### src/hw/rtl/jsu_pkg.sv
// jsu_pkg: types, constants and helper functions of the json string unescape unit
// used by jsu_front, jsu_queue, jsu_back and json_string_unescape_unit
`timescale 1ns / 1ps
`default_nettype none

package jsu_pkg;

  localparam int MAX_FRAME_BYTES = 65536;
  localparam int POS_W = $clog2(MAX_FRAME_BYTES + 1);
  localparam int EXT_W = (POS_W > 16) ? POS_W + 1 : 17;

  localparam int QUEUE_DEPTH = 4;
  localparam int QPTR_W = $clog2(QUEUE_DEPTH);
  localparam int QCNT_W = $clog2(QUEUE_DEPTH + 1);

  localparam logic [7:0] CH_QUOTE     = 8'h22;
  localparam logic [7:0] CH_BACKSLASH = 8'h5C;
  localparam logic [7:0] CH_SLASH     = 8'h2F;
  localparam logic [7:0] CH_B         = 8'h62;
  localparam logic [7:0] CH_F         = 8'h66;
  localparam logic [7:0] CH_N         = 8'h6E;
  localparam logic [7:0] CH_R         = 8'h72;
  localparam logic [7:0] CH_T         = 8'h74;
  localparam logic [7:0] CH_U         = 8'h75;
  localparam logic [7:0] CH_SPACE     = 8'h20;

  typedef enum logic [3:0] {
    PH_SKIP,
    PH_BODY,
    PH_ESC,
    PH_HEX1,
    PH_PAIR_BS,
    PH_PAIR_U,
    PH_HEX2,
    PH_DRAIN
  } phase_t;

  typedef enum logic [1:0] {
    KIND_BYTE = 2'd0,
    KIND_DONE = 2'd1,
    KIND_ERR  = 2'd2
  } kind_t;

  typedef struct packed {
    logic [7:0] text_byte;
    logic       end_of_frame;
  } in_word_t;

  typedef struct packed {
    logic [7:0]  out_byte;
    logic [1:0]  result_kind;
    logic [15:0] consumed_count;
    logic        last_of_run;
  } out_word_t;

  // all results caused by one text byte
  typedef struct packed {
    logic [3:0][7:0] bytes;
    logic [2:0]      n_bytes;
    logic            has_tail;
    kind_t           tail_kind;
    logic [15:0]     consumed_count;
  } run_t;

  typedef struct packed {
    logic full;
    logic empty;
  } queue_status_t;

  typedef struct packed {
    logic       valid;
    logic [3:0] value;
  } hex_t;

  typedef struct packed {
    logic [3:0][7:0] bytes;
    logic [2:0]      n_bytes;
  } utf8_t;

  function automatic hex_t hex_value(input logic [7:0] c);
    hex_t h;
    h.valid = 1'b1;
    h.value = 4'd0;
    if (c >= 8'h30 && c <= 8'h39) begin
      h.value = c[3:0];
    end else if ((c >= 8'h61 && c <= 8'h66) || (c >= 8'h41 && c <= 8'h46)) begin
      h.value = c[3:0] + 4'd9;
    end else begin
      h.valid = 1'b0;
    end
    return h;
  endfunction

  function automatic utf8_t utf8_encode(input logic [20:0] cp);
    utf8_t e;
    e.bytes = '0;
    if (cp <= 21'h7F) begin
      e.n_bytes = 3'd1;
      e.bytes[0] = cp[7:0];
    end else if (cp <= 21'h7FF) begin
      e.n_bytes = 3'd2;
      e.bytes[0] = {3'b110, cp[10:6]};
      e.bytes[1] = {2'b10, cp[5:0]};
    end else if (cp <= 21'hFFFF) begin
      e.n_bytes = 3'd3;
      e.bytes[0] = {4'b1110, cp[15:12]};
      e.bytes[1] = {2'b10, cp[11:6]};
      e.bytes[2] = {2'b10, cp[5:0]};
    end else begin
      e.n_bytes = 3'd4;
      e.bytes[0] = {5'b11110, cp[20:18]};
      e.bytes[1] = {2'b10, cp[17:12]};
      e.bytes[2] = {2'b10, cp[11:6]};
      e.bytes[3] = {2'b10, cp[5:0]};
    end
    return e;
  endfunction

endpackage

`default_nettype wire

### src/hw/rtl/jsu_front.sv
// jsu_front: takes text words, tracks frame position and parse phase,
// turns each word into a run of results; depends on jsu_pkg
`timescale 1ns / 1ps
`default_nettype none

module jsu_front (
  input  wire logic               clk,
  input  wire logic               rst,
  input  wire logic               text_valid,
  output logic                    text_stall,
  input  wire jsu_pkg::in_word_t  text,
  input  wire logic               cfg_write_en,
  input  wire logic [15:0]        cfg_write_data,
  input  wire jsu_pkg::queue_status_t qstat,
  output logic                    push,
  output jsu_pkg::run_t           run
);

  jsu_pkg::phase_t                phase, phase_next;
  logic [15:0]                    acc, acc_next;
  logic [9:0]                     high_sur, high_sur_next;
  logic [1:0]                     digit_count, digit_count_next;
  logic [jsu_pkg::POS_W-1:0]      position, position_next;
  logic [15:0]                    start_offset;

  logic                           accept;
  logic                           err;
  jsu_pkg::hex_t                  hex;
  logic [15:0]                    acc_new;
  jsu_pkg::utf8_t                 enc;
  logic [jsu_pkg::EXT_W-1:0]      pos_ext;
  logic [jsu_pkg::EXT_W-1:0]      cnt_ext;
  logic                           overlong;

  assign text_stall = qstat.full;
  assign accept     = text_valid && !text_stall;
  assign hex        = jsu_pkg::hex_value(text.text_byte);
  assign acc_new    = {acc[11:0], hex.value};
  assign pos_ext    = jsu_pkg::EXT_W'(position);
  assign cnt_ext    = pos_ext + jsu_pkg::EXT_W'(1);
  assign overlong   = position >= jsu_pkg::POS_W'(jsu_pkg::MAX_FRAME_BYTES);

  always_ff @(posedge clk) begin
    if (rst) begin
      phase        <= jsu_pkg::PH_SKIP;
      acc          <= '0;
      high_sur     <= '0;
      digit_count  <= '0;
      position     <= '0;
      start_offset <= '0;
    end else begin
      phase       <= phase_next;
      acc         <= acc_next;
      high_sur    <= high_sur_next;
      digit_count <= digit_count_next;
      position    <= position_next;
      if (cfg_write_en) begin
        start_offset <= cfg_write_data;
      end
    end
  end

  always_comb begin
    phase_next       = phase;
    acc_next         = acc;
    high_sur_next    = high_sur;
    digit_count_next = digit_count;
    position_next    = position;
    run              = '0;
    run.tail_kind    = jsu_pkg::KIND_BYTE;
    err              = 1'b0;
    enc              = '0;
    push             = 1'b0;
    if (accept) begin
      if (!overlong) begin
        position_next = position + jsu_pkg::POS_W'(1);
      end
      if (phase != jsu_pkg::PH_DRAIN && overlong) begin
        err = 1'b1;
      end else begin
        unique case (phase)
          jsu_pkg::PH_SKIP: begin
            if (pos_ext >= jsu_pkg::EXT_W'(start_offset)) begin
              if (text.text_byte == jsu_pkg::CH_QUOTE) begin
                phase_next = jsu_pkg::PH_BODY;
              end else begin
                err = 1'b1;
              end
            end
          end
          jsu_pkg::PH_BODY: begin
            if (text.text_byte == jsu_pkg::CH_BACKSLASH) begin
              phase_next = jsu_pkg::PH_ESC;
            end else if (text.text_byte == jsu_pkg::CH_QUOTE) begin
              run.has_tail  = 1'b1;
              run.tail_kind = jsu_pkg::KIND_DONE;
              run.consumed_count = (cnt_ext > jsu_pkg::EXT_W'(16'hFFFF)) ?
                                   16'hFFFF : cnt_ext[15:0];
              phase_next = jsu_pkg::PH_DRAIN;
            end else if (text.text_byte < jsu_pkg::CH_SPACE) begin
              err = 1'b1;
            end else begin
              run.bytes[0] = text.text_byte;
              run.n_bytes  = 3'd1;
            end
          end
          jsu_pkg::PH_ESC: begin
            phase_next   = jsu_pkg::PH_BODY;
            run.n_bytes  = 3'd1;
            run.bytes[0] = text.text_byte;
            unique case (text.text_byte)
              jsu_pkg::CH_QUOTE, jsu_pkg::CH_BACKSLASH, jsu_pkg::CH_SLASH: begin
              end
              jsu_pkg::CH_B: run.bytes[0] = 8'h08;
              jsu_pkg::CH_F: run.bytes[0] = 8'h0C;
              jsu_pkg::CH_N: run.bytes[0] = 8'h0A;
              jsu_pkg::CH_R: run.bytes[0] = 8'h0D;
              jsu_pkg::CH_T: run.bytes[0] = 8'h09;
              jsu_pkg::CH_U: begin
                run.n_bytes      = 3'd0;
                run.bytes[0]     = 8'h00;
                phase_next       = jsu_pkg::PH_HEX1;
                acc_next         = '0;
                digit_count_next = '0;
              end
              default: begin
                run.n_bytes  = 3'd0;
                run.bytes[0] = 8'h00;
                err          = 1'b1;
              end
            endcase
          end
          jsu_pkg::PH_HEX1, jsu_pkg::PH_HEX2: begin
            if (!hex.valid) begin
              err = 1'b1;
            end else begin
              acc_next = acc_new;
              if (digit_count != 2'd3) begin
                digit_count_next = digit_count + 2'd1;
              end else begin
                digit_count_next = '0;
                if (phase == jsu_pkg::PH_HEX1) begin
                  if (acc_new >= 16'hD800 && acc_new <= 16'hDBFF) begin
                    high_sur_next = acc_new[9:0];
                    phase_next    = jsu_pkg::PH_PAIR_BS;
                  end else if (acc_new >= 16'hDC00 && acc_new <= 16'hDFFF) begin
                    err = 1'b1;
                  end else begin
                    enc         = jsu_pkg::utf8_encode(21'(acc_new));
                    run.bytes   = enc.bytes;
                    run.n_bytes = enc.n_bytes;
                    phase_next  = jsu_pkg::PH_BODY;
                  end
                end else begin
                  if (acc_new < 16'hDC00 || acc_new > 16'hDFFF) begin
                    err = 1'b1;
                  end else begin
                    enc = jsu_pkg::utf8_encode(21'h10000 +
                                               21'({high_sur, acc_new[9:0]}));
                    run.bytes   = enc.bytes;
                    run.n_bytes = enc.n_bytes;
                    phase_next  = jsu_pkg::PH_BODY;
                  end
                end
              end
            end
          end
          jsu_pkg::PH_PAIR_BS: begin
            if (text.text_byte == jsu_pkg::CH_BACKSLASH) begin
              phase_next = jsu_pkg::PH_PAIR_U;
            end else begin
              err = 1'b1;
            end
          end
          jsu_pkg::PH_PAIR_U: begin
            if (text.text_byte == jsu_pkg::CH_U) begin
              phase_next       = jsu_pkg::PH_HEX2;
              acc_next         = '0;
              digit_count_next = '0;
            end else begin
              err = 1'b1;
            end
          end
          jsu_pkg::PH_DRAIN: begin
          end
          default: begin
          end
        endcase
      end
      if (text.end_of_frame && phase_next != jsu_pkg::PH_DRAIN) begin
        err = 1'b1;
      end
      if (err) begin
        run.has_tail       = 1'b1;
        run.tail_kind      = jsu_pkg::KIND_ERR;
        run.consumed_count = '0;
        phase_next         = jsu_pkg::PH_DRAIN;
      end
      if (text.end_of_frame) begin
        phase_next       = jsu_pkg::PH_SKIP;
        position_next    = '0;
        acc_next         = '0;
        digit_count_next = '0;
        high_sur_next    = '0;
      end
      push = run.has_tail || (run.n_bytes != 3'd0);
    end
  end

endmodule

`default_nettype wire

### src/hw/rtl/jsu_queue.sv
// jsu_queue: short flop queue of result runs between front and back
// depends on jsu_pkg
`timescale 1ns / 1ps
`default_nettype none

module jsu_queue (
  input  wire logic           clk,
  input  wire logic           rst,
  input  wire logic           push,
  input  wire jsu_pkg::run_t  push_run,
  input  wire logic           pop,
  output jsu_pkg::run_t       head,
  output jsu_pkg::queue_status_t qstat
);

  jsu_pkg::run_t              entries [jsu_pkg::QUEUE_DEPTH];
  logic [jsu_pkg::QPTR_W-1:0] wr_ptr;
  logic [jsu_pkg::QPTR_W-1:0] rd_ptr;
  logic [jsu_pkg::QCNT_W-1:0] count;

  assign head        = entries[rd_ptr];
  assign qstat.full  = count == jsu_pkg::QCNT_W'(jsu_pkg::QUEUE_DEPTH);
  assign qstat.empty = count == '0;

  always_ff @(posedge clk) begin
    if (push) begin
      entries[wr_ptr] <= push_run;
    end
  end

  always_ff @(posedge clk) begin
    if (rst) begin
      wr_ptr <= '0;
      rd_ptr <= '0;
      count  <= '0;
    end else begin
      if (push) begin
        wr_ptr <= (wr_ptr == jsu_pkg::QPTR_W'(jsu_pkg::QUEUE_DEPTH - 1)) ?
                  '0 : wr_ptr + jsu_pkg::QPTR_W'(1);
      end
      if (pop) begin
        rd_ptr <= (rd_ptr == jsu_pkg::QPTR_W'(jsu_pkg::QUEUE_DEPTH - 1)) ?
                  '0 : rd_ptr + jsu_pkg::QPTR_W'(1);
      end
      if (push && !pop) begin
        count <= count + jsu_pkg::QCNT_W'(1);
      end else if (pop && !push) begin
        count <= count - jsu_pkg::QCNT_W'(1);
      end
    end
  end

`ifndef SYNTHESIS
  a_count_bound: assert property (@(posedge clk) disable iff (rst)
    count <= jsu_pkg::QCNT_W'(jsu_pkg::QUEUE_DEPTH))
    else $error("queue count above depth");
  a_no_push_full: assert property (@(posedge clk) disable iff (rst)
    push |-> !qstat.full || pop)
    else $error("push into full queue");
  a_no_pop_empty: assert property (@(posedge clk) disable iff (rst)
    pop |-> !qstat.empty)
    else $error("pop from empty queue");
  a_count_up: assert property (@(posedge clk) disable iff (rst)
    (push && !pop) |=> count == $past(count) + jsu_pkg::QCNT_W'(1))
    else $error("queue count lost a push");
`endif

endmodule

`default_nettype wire

### src/hw/rtl/jsu_back.sv
// jsu_back: walks each queued run one result per cycle, while the output is not stalled, into the output register
// depends on jsu_pkg
`timescale 1ns / 1ps
`default_nettype none

module jsu_back (
  input  wire logic              clk,
  input  wire logic              rst,
  input  wire jsu_pkg::run_t     head,
  input  wire jsu_pkg::queue_status_t qstat,
  output logic                   pop,
  output logic                   result_valid,
  input  wire logic              result_stall,
  output jsu_pkg::out_word_t     result
);

  logic [2:0]          idx, idx_next;
  logic [2:0]          total;
  logic                load;
  logic                last;
  jsu_pkg::out_word_t  word;

  assign total = head.n_bytes + {2'b00, head.has_tail};
  assign load  = !qstat.empty && (!result_valid || !result_stall);
  assign last  = idx == total - 3'd1;
  assign pop   = load && last;

  always_comb begin
    idx_next = idx;
    if (load) begin
      idx_next = last ? 3'd0 : idx + 3'd1;
    end
    word.last_of_run = last;
    if (idx < head.n_bytes) begin
      word.out_byte       = head.bytes[idx[1:0]];
      word.result_kind    = jsu_pkg::KIND_BYTE;
      word.consumed_count = '0;
    end else begin
      word.out_byte       = '0;
      word.result_kind    = head.tail_kind;
      word.consumed_count = head.consumed_count;
    end
  end

  always_ff @(posedge clk) begin
    if (rst) begin
      idx          <= '0;
      result_valid <= 1'b0;
    end else begin
      idx <= idx_next;
      if (load) begin
        result_valid <= 1'b1;
      end else if (!result_stall) begin
        result_valid <= 1'b0;
      end
    end
  end

  always_ff @(posedge clk) begin
    if (load) begin
      result <= word;
    end
  end

endmodule

`default_nettype wire

### src/hw/rtl/json_string_unescape_unit.sv
// json_string_unescape_unit: top level of the json string unescape unit
// depends on jsu_pkg, jsu_front, jsu_queue, jsu_back
//
// usage:
//   text channel (text_valid, text_stall, text) carries one frame byte per word,
//   end_of_frame on the last byte of a frame. result channel (result_valid,
//   result_stall, result) carries decoded bytes, a done word with the position
//   after the closing quote, or an error word; last_of_run marks the final
//   result caused by one text word. start_offset is written through cfg_write_en
//   / cfg_write_data, which the user must do only while the unit is idle; the unit
//   does not enforce this. The first result of a text word goes into a run queue
//   entry and then into the output register that drives the result port.
//   throughput: one text word per cycle for plain bytes while neither stall is held;
//   one text word can cause up to five results (four utf-8 bytes and an error),
//   sent one per cycle by the back end, so the output port sets the sustained
//   rate; a four-entry run queue absorbs those bursts.
//   reset clears phase, position, start_offset and the queue; no clearing pass.
//   when result_stall is held the output word holds, the queue fills and then
//   text_stall rises; no word is lost or repeated.
`timescale 1ns / 1ps
`default_nettype none

module json_string_unescape_unit (
  input  wire logic              clk,
  input  wire logic              rst,
  input  wire logic              text_valid,
  output logic                   text_stall,
  input  wire jsu_pkg::in_word_t text,
  output logic                   result_valid,
  input  wire logic              result_stall,
  output jsu_pkg::out_word_t     result,
  input  wire logic              cfg_write_en,
  input  wire logic [15:0]       cfg_write_data
);

  jsu_pkg::queue_status_t qstat;
  jsu_pkg::run_t          push_run;
  jsu_pkg::run_t          head;
  logic                   push;
  logic                   pop;

  jsu_front u_front (
    .clk            (clk),
    .rst            (rst),
    .text_valid     (text_valid),
    .text_stall     (text_stall),
    .text           (text),
    .cfg_write_en   (cfg_write_en),
    .cfg_write_data (cfg_write_data),
    .qstat          (qstat),
    .push           (push),
    .run            (push_run)
  );

  jsu_queue u_queue (
    .clk      (clk),
    .rst      (rst),
    .push     (push),
    .push_run (push_run),
    .pop      (pop),
    .head     (head),
    .qstat    (qstat)
  );

  jsu_back u_back (
    .clk          (clk),
    .rst          (rst),
    .head         (head),
    .qstat        (qstat),
    .pop          (pop),
    .result_valid (result_valid),
    .result_stall (result_stall),
    .result       (result)
  );

endmodule

`default_nettype wire
### config.mk
export PLATFORM = sky130hd
export DESIGN_NAME = json_string_unescape_unit
export DESIGN_NICKNAME = d
export VERILOG_FILES = /design/src/hw/rtl/jsu_pkg.sv /design/src/hw/rtl/jsu_front.sv /design/src/hw/rtl/jsu_queue.sv /design/src/hw/rtl/jsu_back.sv /design/src/hw/rtl/json_string_unescape_unit.sv
export SDC_FILE = /design/constraint.sdc
export NUM_CORES = 1
export LEC_CHECK = 0
export ABC_AREA = 1
export CORE_ASPECT_RATIO = 2
export CORE_MARGIN = 2
export CORE_UTILIZATION = 44
export CTS_BUF_LIST = sky130_fd_sc_hd__clkbuf_8
export DETAILED_ROUTE_END_ITERATION = 10
export DONT_BUFFER_PORTS = 1
export GPL_TIMING_DRIVEN = 0
export PLACE_DENSITY = 0.68
export SYNTH_ARGS = -nofsm -noshare
export SYNTH_HDL_FRONTEND = slang
export SYNTH_SLANG_ARGS = --single-unit
### constraint.sdc
create_clock -name clk -period 4.39 [get_ports clk]
set_input_delay 0.439 -clock clk [delete_from_list [all_inputs] [get_ports clk]]
set_output_delay 0.439 -clock clk [all_outputs]
set_load 0.02 [all_outputs]
==> results.md <==
- The flow ran to the end, and the final reports show no timing, DRC or antenna violations.
- By instance count, the cell type seen most on the critical path is ha_1.
- The total instance count after detailed placement is 2087.
- The cell area that synthesis handed to floorplanning was 0.0151 mm2.
- In this run the tightest slew margin relative to its limit is 16.5%.
- After clock tree synthesis, the setup repair step added 0 buffers.
- The synthesized netlist devotes 14.8% of its cell area to compound gates.
- The residual DRC count is 0.
- The count of final max-slew check failures came to 0.
- Entering global routing, the biggest net connects 32 pins.
- The setup total negative slack is 0 ps.
- Once layout is complete, the cells apart from fillers number 2167.
- The net count after synthesis is 1709.
- The number of antenna violations at the first check in global routing came to 0.
- The total wire length after detailed routing is 38500 um.
- Derived from the worst setup path, the maximum achievable clock frequency is 252 MHz.
- The synthesized area per cell is 9.19 um2.
- The final number of hold-violating endpoints is 0.
- The initialized floorplan defines 96 standard-cell rows.
- The total half-perimeter wirelength after legalization and detailed placement is 27200 um.
- For this run, the detailed router's first-pass iteration total came to 6.
- The worst voltage drop across the vdd grid is 347 uV.
- Across the run, the number of max-cap violations was 0.
- The worst hold path class is in -> reg.
- The number of primary I/O pins is 59.
- Yosys instantiated no cell more often than nand2_1.
- Sorting the synthesized cells by area gives the leading types as edfxtp_1 46%, dfxtp_1 9.8%, nand2_1 6.3%.
- Clock tree synthesis selected as its root buffer the cell clkbuf_8.
- Power spread over the standard cell area amounts to 486 mW/mm2.
- Of the cells placed in the final design, the portion with a size suffix greater than 1 is 8.05%.
- Across the routed clock network, the largest skew measured is 21.7 ps.
- CTS built an H-tree with a depth of 2.
- The family with the most delay on the worst path is adder cells.
- The floorplan step defined a die boundary enclosing 0.0359 mm2.
- The most instantiated flip-flop cell in the synthesis netlist is edfxtp_1.
- In the synthesized netlist the async set-or-reset flop fraction comes to 0%.
- The area fraction of the dominant cell type after synthesis is 46.0%.
- In the routed layout, each cell is associated on average with a via count of 5.50.
- STA classifies the critical path endpoint as a flop.
- After Yosys synthesis, XOR and XNOR cells account for 1.22% of the synthesized area.
- The setup violation total in the final timing report is 0.
- The count of buffers added on input and output ports is 0.
- Measured along the y axis, the die boundary spans 266 um.
- From synthesis to final layout, the design area changed by 9.87%.
- At the pin with the least slew margin, the transition time is 1250 ps.
- Global routing finished with a remaining overflow of 0.
- TritonCTS built the clock tree.
- After routing the design area is 0.0166 mm2.
- The final layout contains 1757 nets.
- The number of buffers and inverters on the critical path is 4.
- The netlist uses 59 different library cells.
- The core area is 0.0340 mm2.
- During synthesis, Yosys emitted a total of 0 warnings.
- Measured on the finished design, the core utilization comes to 48.8%.
- The first global-routing pass estimated 60600 um of wire.
- The number of antenna repair diodes is 0.
- Setup repair after global routing left no endpoint under its margin.
- For this run, the register share of the synthesized area comes to 55.8%.
- Routability-driven placement finished with a final weighted congestion of 0.974.
- The portion of synthesized area spent on multiplexers is 0%.
- The largest fanout of any net on the critical path is 12.
- The number of synthesized register bits is 305.
- Of the total synthesized cell area, the portion taken by full adders, half adders and majority gates is 3.12%.
- The total clock sinks is 305.
- The required time reported for the critical path endpoint is 4840 ps.
- By area, the combinational part of the netlist is dominated by simple AND/OR/NAND/NOR gates.
- Across every metal layer, demand over resource in global routing totals 21.4%.
- The number of nets still failing antenna checks after routing is 0.
- The largest stage delay on the critical path is 410 ps.
- The arrival time of the worst setup path is 4410 ps.
- The kind of launch point of the worst setup path is a flop.
- Once the floorplan was initialized, standard cells occupied 44.4% of the core.
- The clock latency on the worst-skew pair is 580 ps.
- The post-detailed-placement cell area is 0.0157 mm2.
- The count of mapped cells out of synthesis is 1642.
- The leakage component of the power is 6.55 nW.
- By count the netlist is led by 255 x nand2_1, 239 x nor2_1, 231 x edfxtp_1.
- The number of clock buffers inserted by TritonCTS is 44.
- The clock input transition at the sequential cells of the worst setup and hold paths is 60 ps.
- The final period utilization is 90.3%.
- The slowest cell on the critical path is fa_1.
- The post-synthesis cell type with the largest combined area is edfxtp_1.
- The detailed router placed 11900 vias in this run.
- The via count of the first global-routing pass was 11500.
- Walking the worst path, the cells encountered are clkinvlp_4 > clkbuf_2 > clkbuf_2 > nand2_1 > a32o_1 > ha_1 > ha_1 > xor2_1 > xor2_1 > nor4b_4 > nand2_1 > ha_1 > inv_1 > fa_1 > o21ai_0 > a21oi_1.
- The first-iteration detailed-routing DRC count is 999.
- The horizontal die dimension is 135 um.
- The kind of critical path is reg -> reg.
- After detailed routing, the average wire length per cell comes to 17.8 um.
- The filler cell count in the final layout is 3172.
- The clock period minus worst slack is 3960 ps.
- After Yosys synthesis, and, or, nand and nor cells account for 18.8% of the synthesized area.
- The number of enable flip-flop cells after synthesis is 231.
- The worst-case clock buffer depth is 3.
cells by family (layout without fill, tap and decap cells):
group | Yosys count | count (layout)
and+or+nand+nor | 644 | 644
AOI/OAI and AO/OA | 400 | 400
DFF | 305 | 305
buffers and inverters | 235 | 319
adders and majority gates | 37 | 37
xor gates and xnor gates | 21 | 21
routing by layer:
layer | wire, um | track usage, % | share of wire (%)
met3 | 2420 | 3.50 | 6.3
met5 | 0 | 0 | 0
met2 | 18600 | 35.9 | 48
met1 | 16000 | 27.1 | 41
met4 | 1540 | 9.47 | 4.0
path summary, 6_finish.rpt:
kind / start / to / slack [ps] / cells past startpoint
max reg2reg: flop / u_queue.count[1]$_SDFFE_PP0P_ / 430 / 16
min: cfg_write_en / u_front.start_offset[0]$_SDFFE_PP0P_ / 50 / 2
max: flop / u_queue.count[1]$_SDFFE_PP0P_ / 430 / 16
min reg2reg: u_front.start_offset[4]$_SDFFE_PP0P_ / u_front.start_offset[4]$_SDFFE_PP0P_ / 470 / 2
cell type report:
class                           instances  area (um2)  area share (%)
Buffer                                 66         303            1.83
Sequential cell                       305        8420            50.8
Clock buffer                           48         661            3.99
Tap cell                              441         552            3.33
Inverter                              166         632            3.81
Clock inverter                         34         176            1.06
Timing Repair Buffer                    5        90.1           0.544
Multi-Input combinational cell       1102        5740            34.6
cell usage in the layout, fill, tap and decap left out, types with 6 or more instances in the layout:
| master | instances |
|---|---|
| o221ai_1 | 24 |
| a21oi_1 | 148 |
| o22ai_1 | 9 |
| clkbuf_1 | 47 |
| inv_2 | 16 |
| dfxtp_1 | 74 |
| clkinv_2 | 7 |
| nor2_1 | 239 |
| o21ai_1 | 11 |
| nand2_1 | 255 |
| ha_1 | 36 |
| nor2_2 | 9 |
| o21ai_0 | 167 |
| nand3_1 | 50 |
| clkbuf_8 | 48 |
| nand4_1 | 30 |
| nand2_2 | 8 |
| nor3_1 | 18 |
| buf_1 | 6 |
| xor2_1 | 17 |
| clkinv_1 | 13 |
| edfxtp_1 | 231 |
| inv_1 | 158 |
| nand3_2 | 6 |
| a211oi_1 | 18 |
where the power goes:
| group | total (mW) | internal [mW] | switching (mW) |
|---|---|---|---|
| sequential | 3.86 | 3.54 | 0.315 |
| combinational | 2.03 | 0.571 | 1.46 |
| clock | 2.16 | 1.08 | 1.08 |
| total | 8.05 | 5.19 | 2.86 |
what timing repair did:
action / in CTS / in global routing
resized for setup: 5 / 4
endpoints found under the hold margin: 1 / 0
hold buffers: 1 / 0
endpoints found under the setup margin: 3 / 2
state kept, by name, summed over array words and instances, names as in the netlist, named ones only:
register,cells
u_queue.entries,204
u_back.result,27
u_front.position,17
u_front.start_offset,16
u_front.acc,12
u_front.high_sur,10
u_front.phase,4
u_back.idx,3
u_queue.count,3
u_front.digit_count,2
u_queue.rd_ptr,2
u_queue.wr_ptr,2
u_back.result_valid,1
metrics by stage:
stage                     power [mW]  hold slack [ps]  setup WS (ps)
after floorplan                 5.24              435            752
after detailed placement        5.92              463           -422
after CTS                       8.05             2.39           27.7
after global placement          5.87              460           -578
final                           8.05             50.8            428
after global routing            8.45             72.9            117
Power figures use the tool's default switching activity.
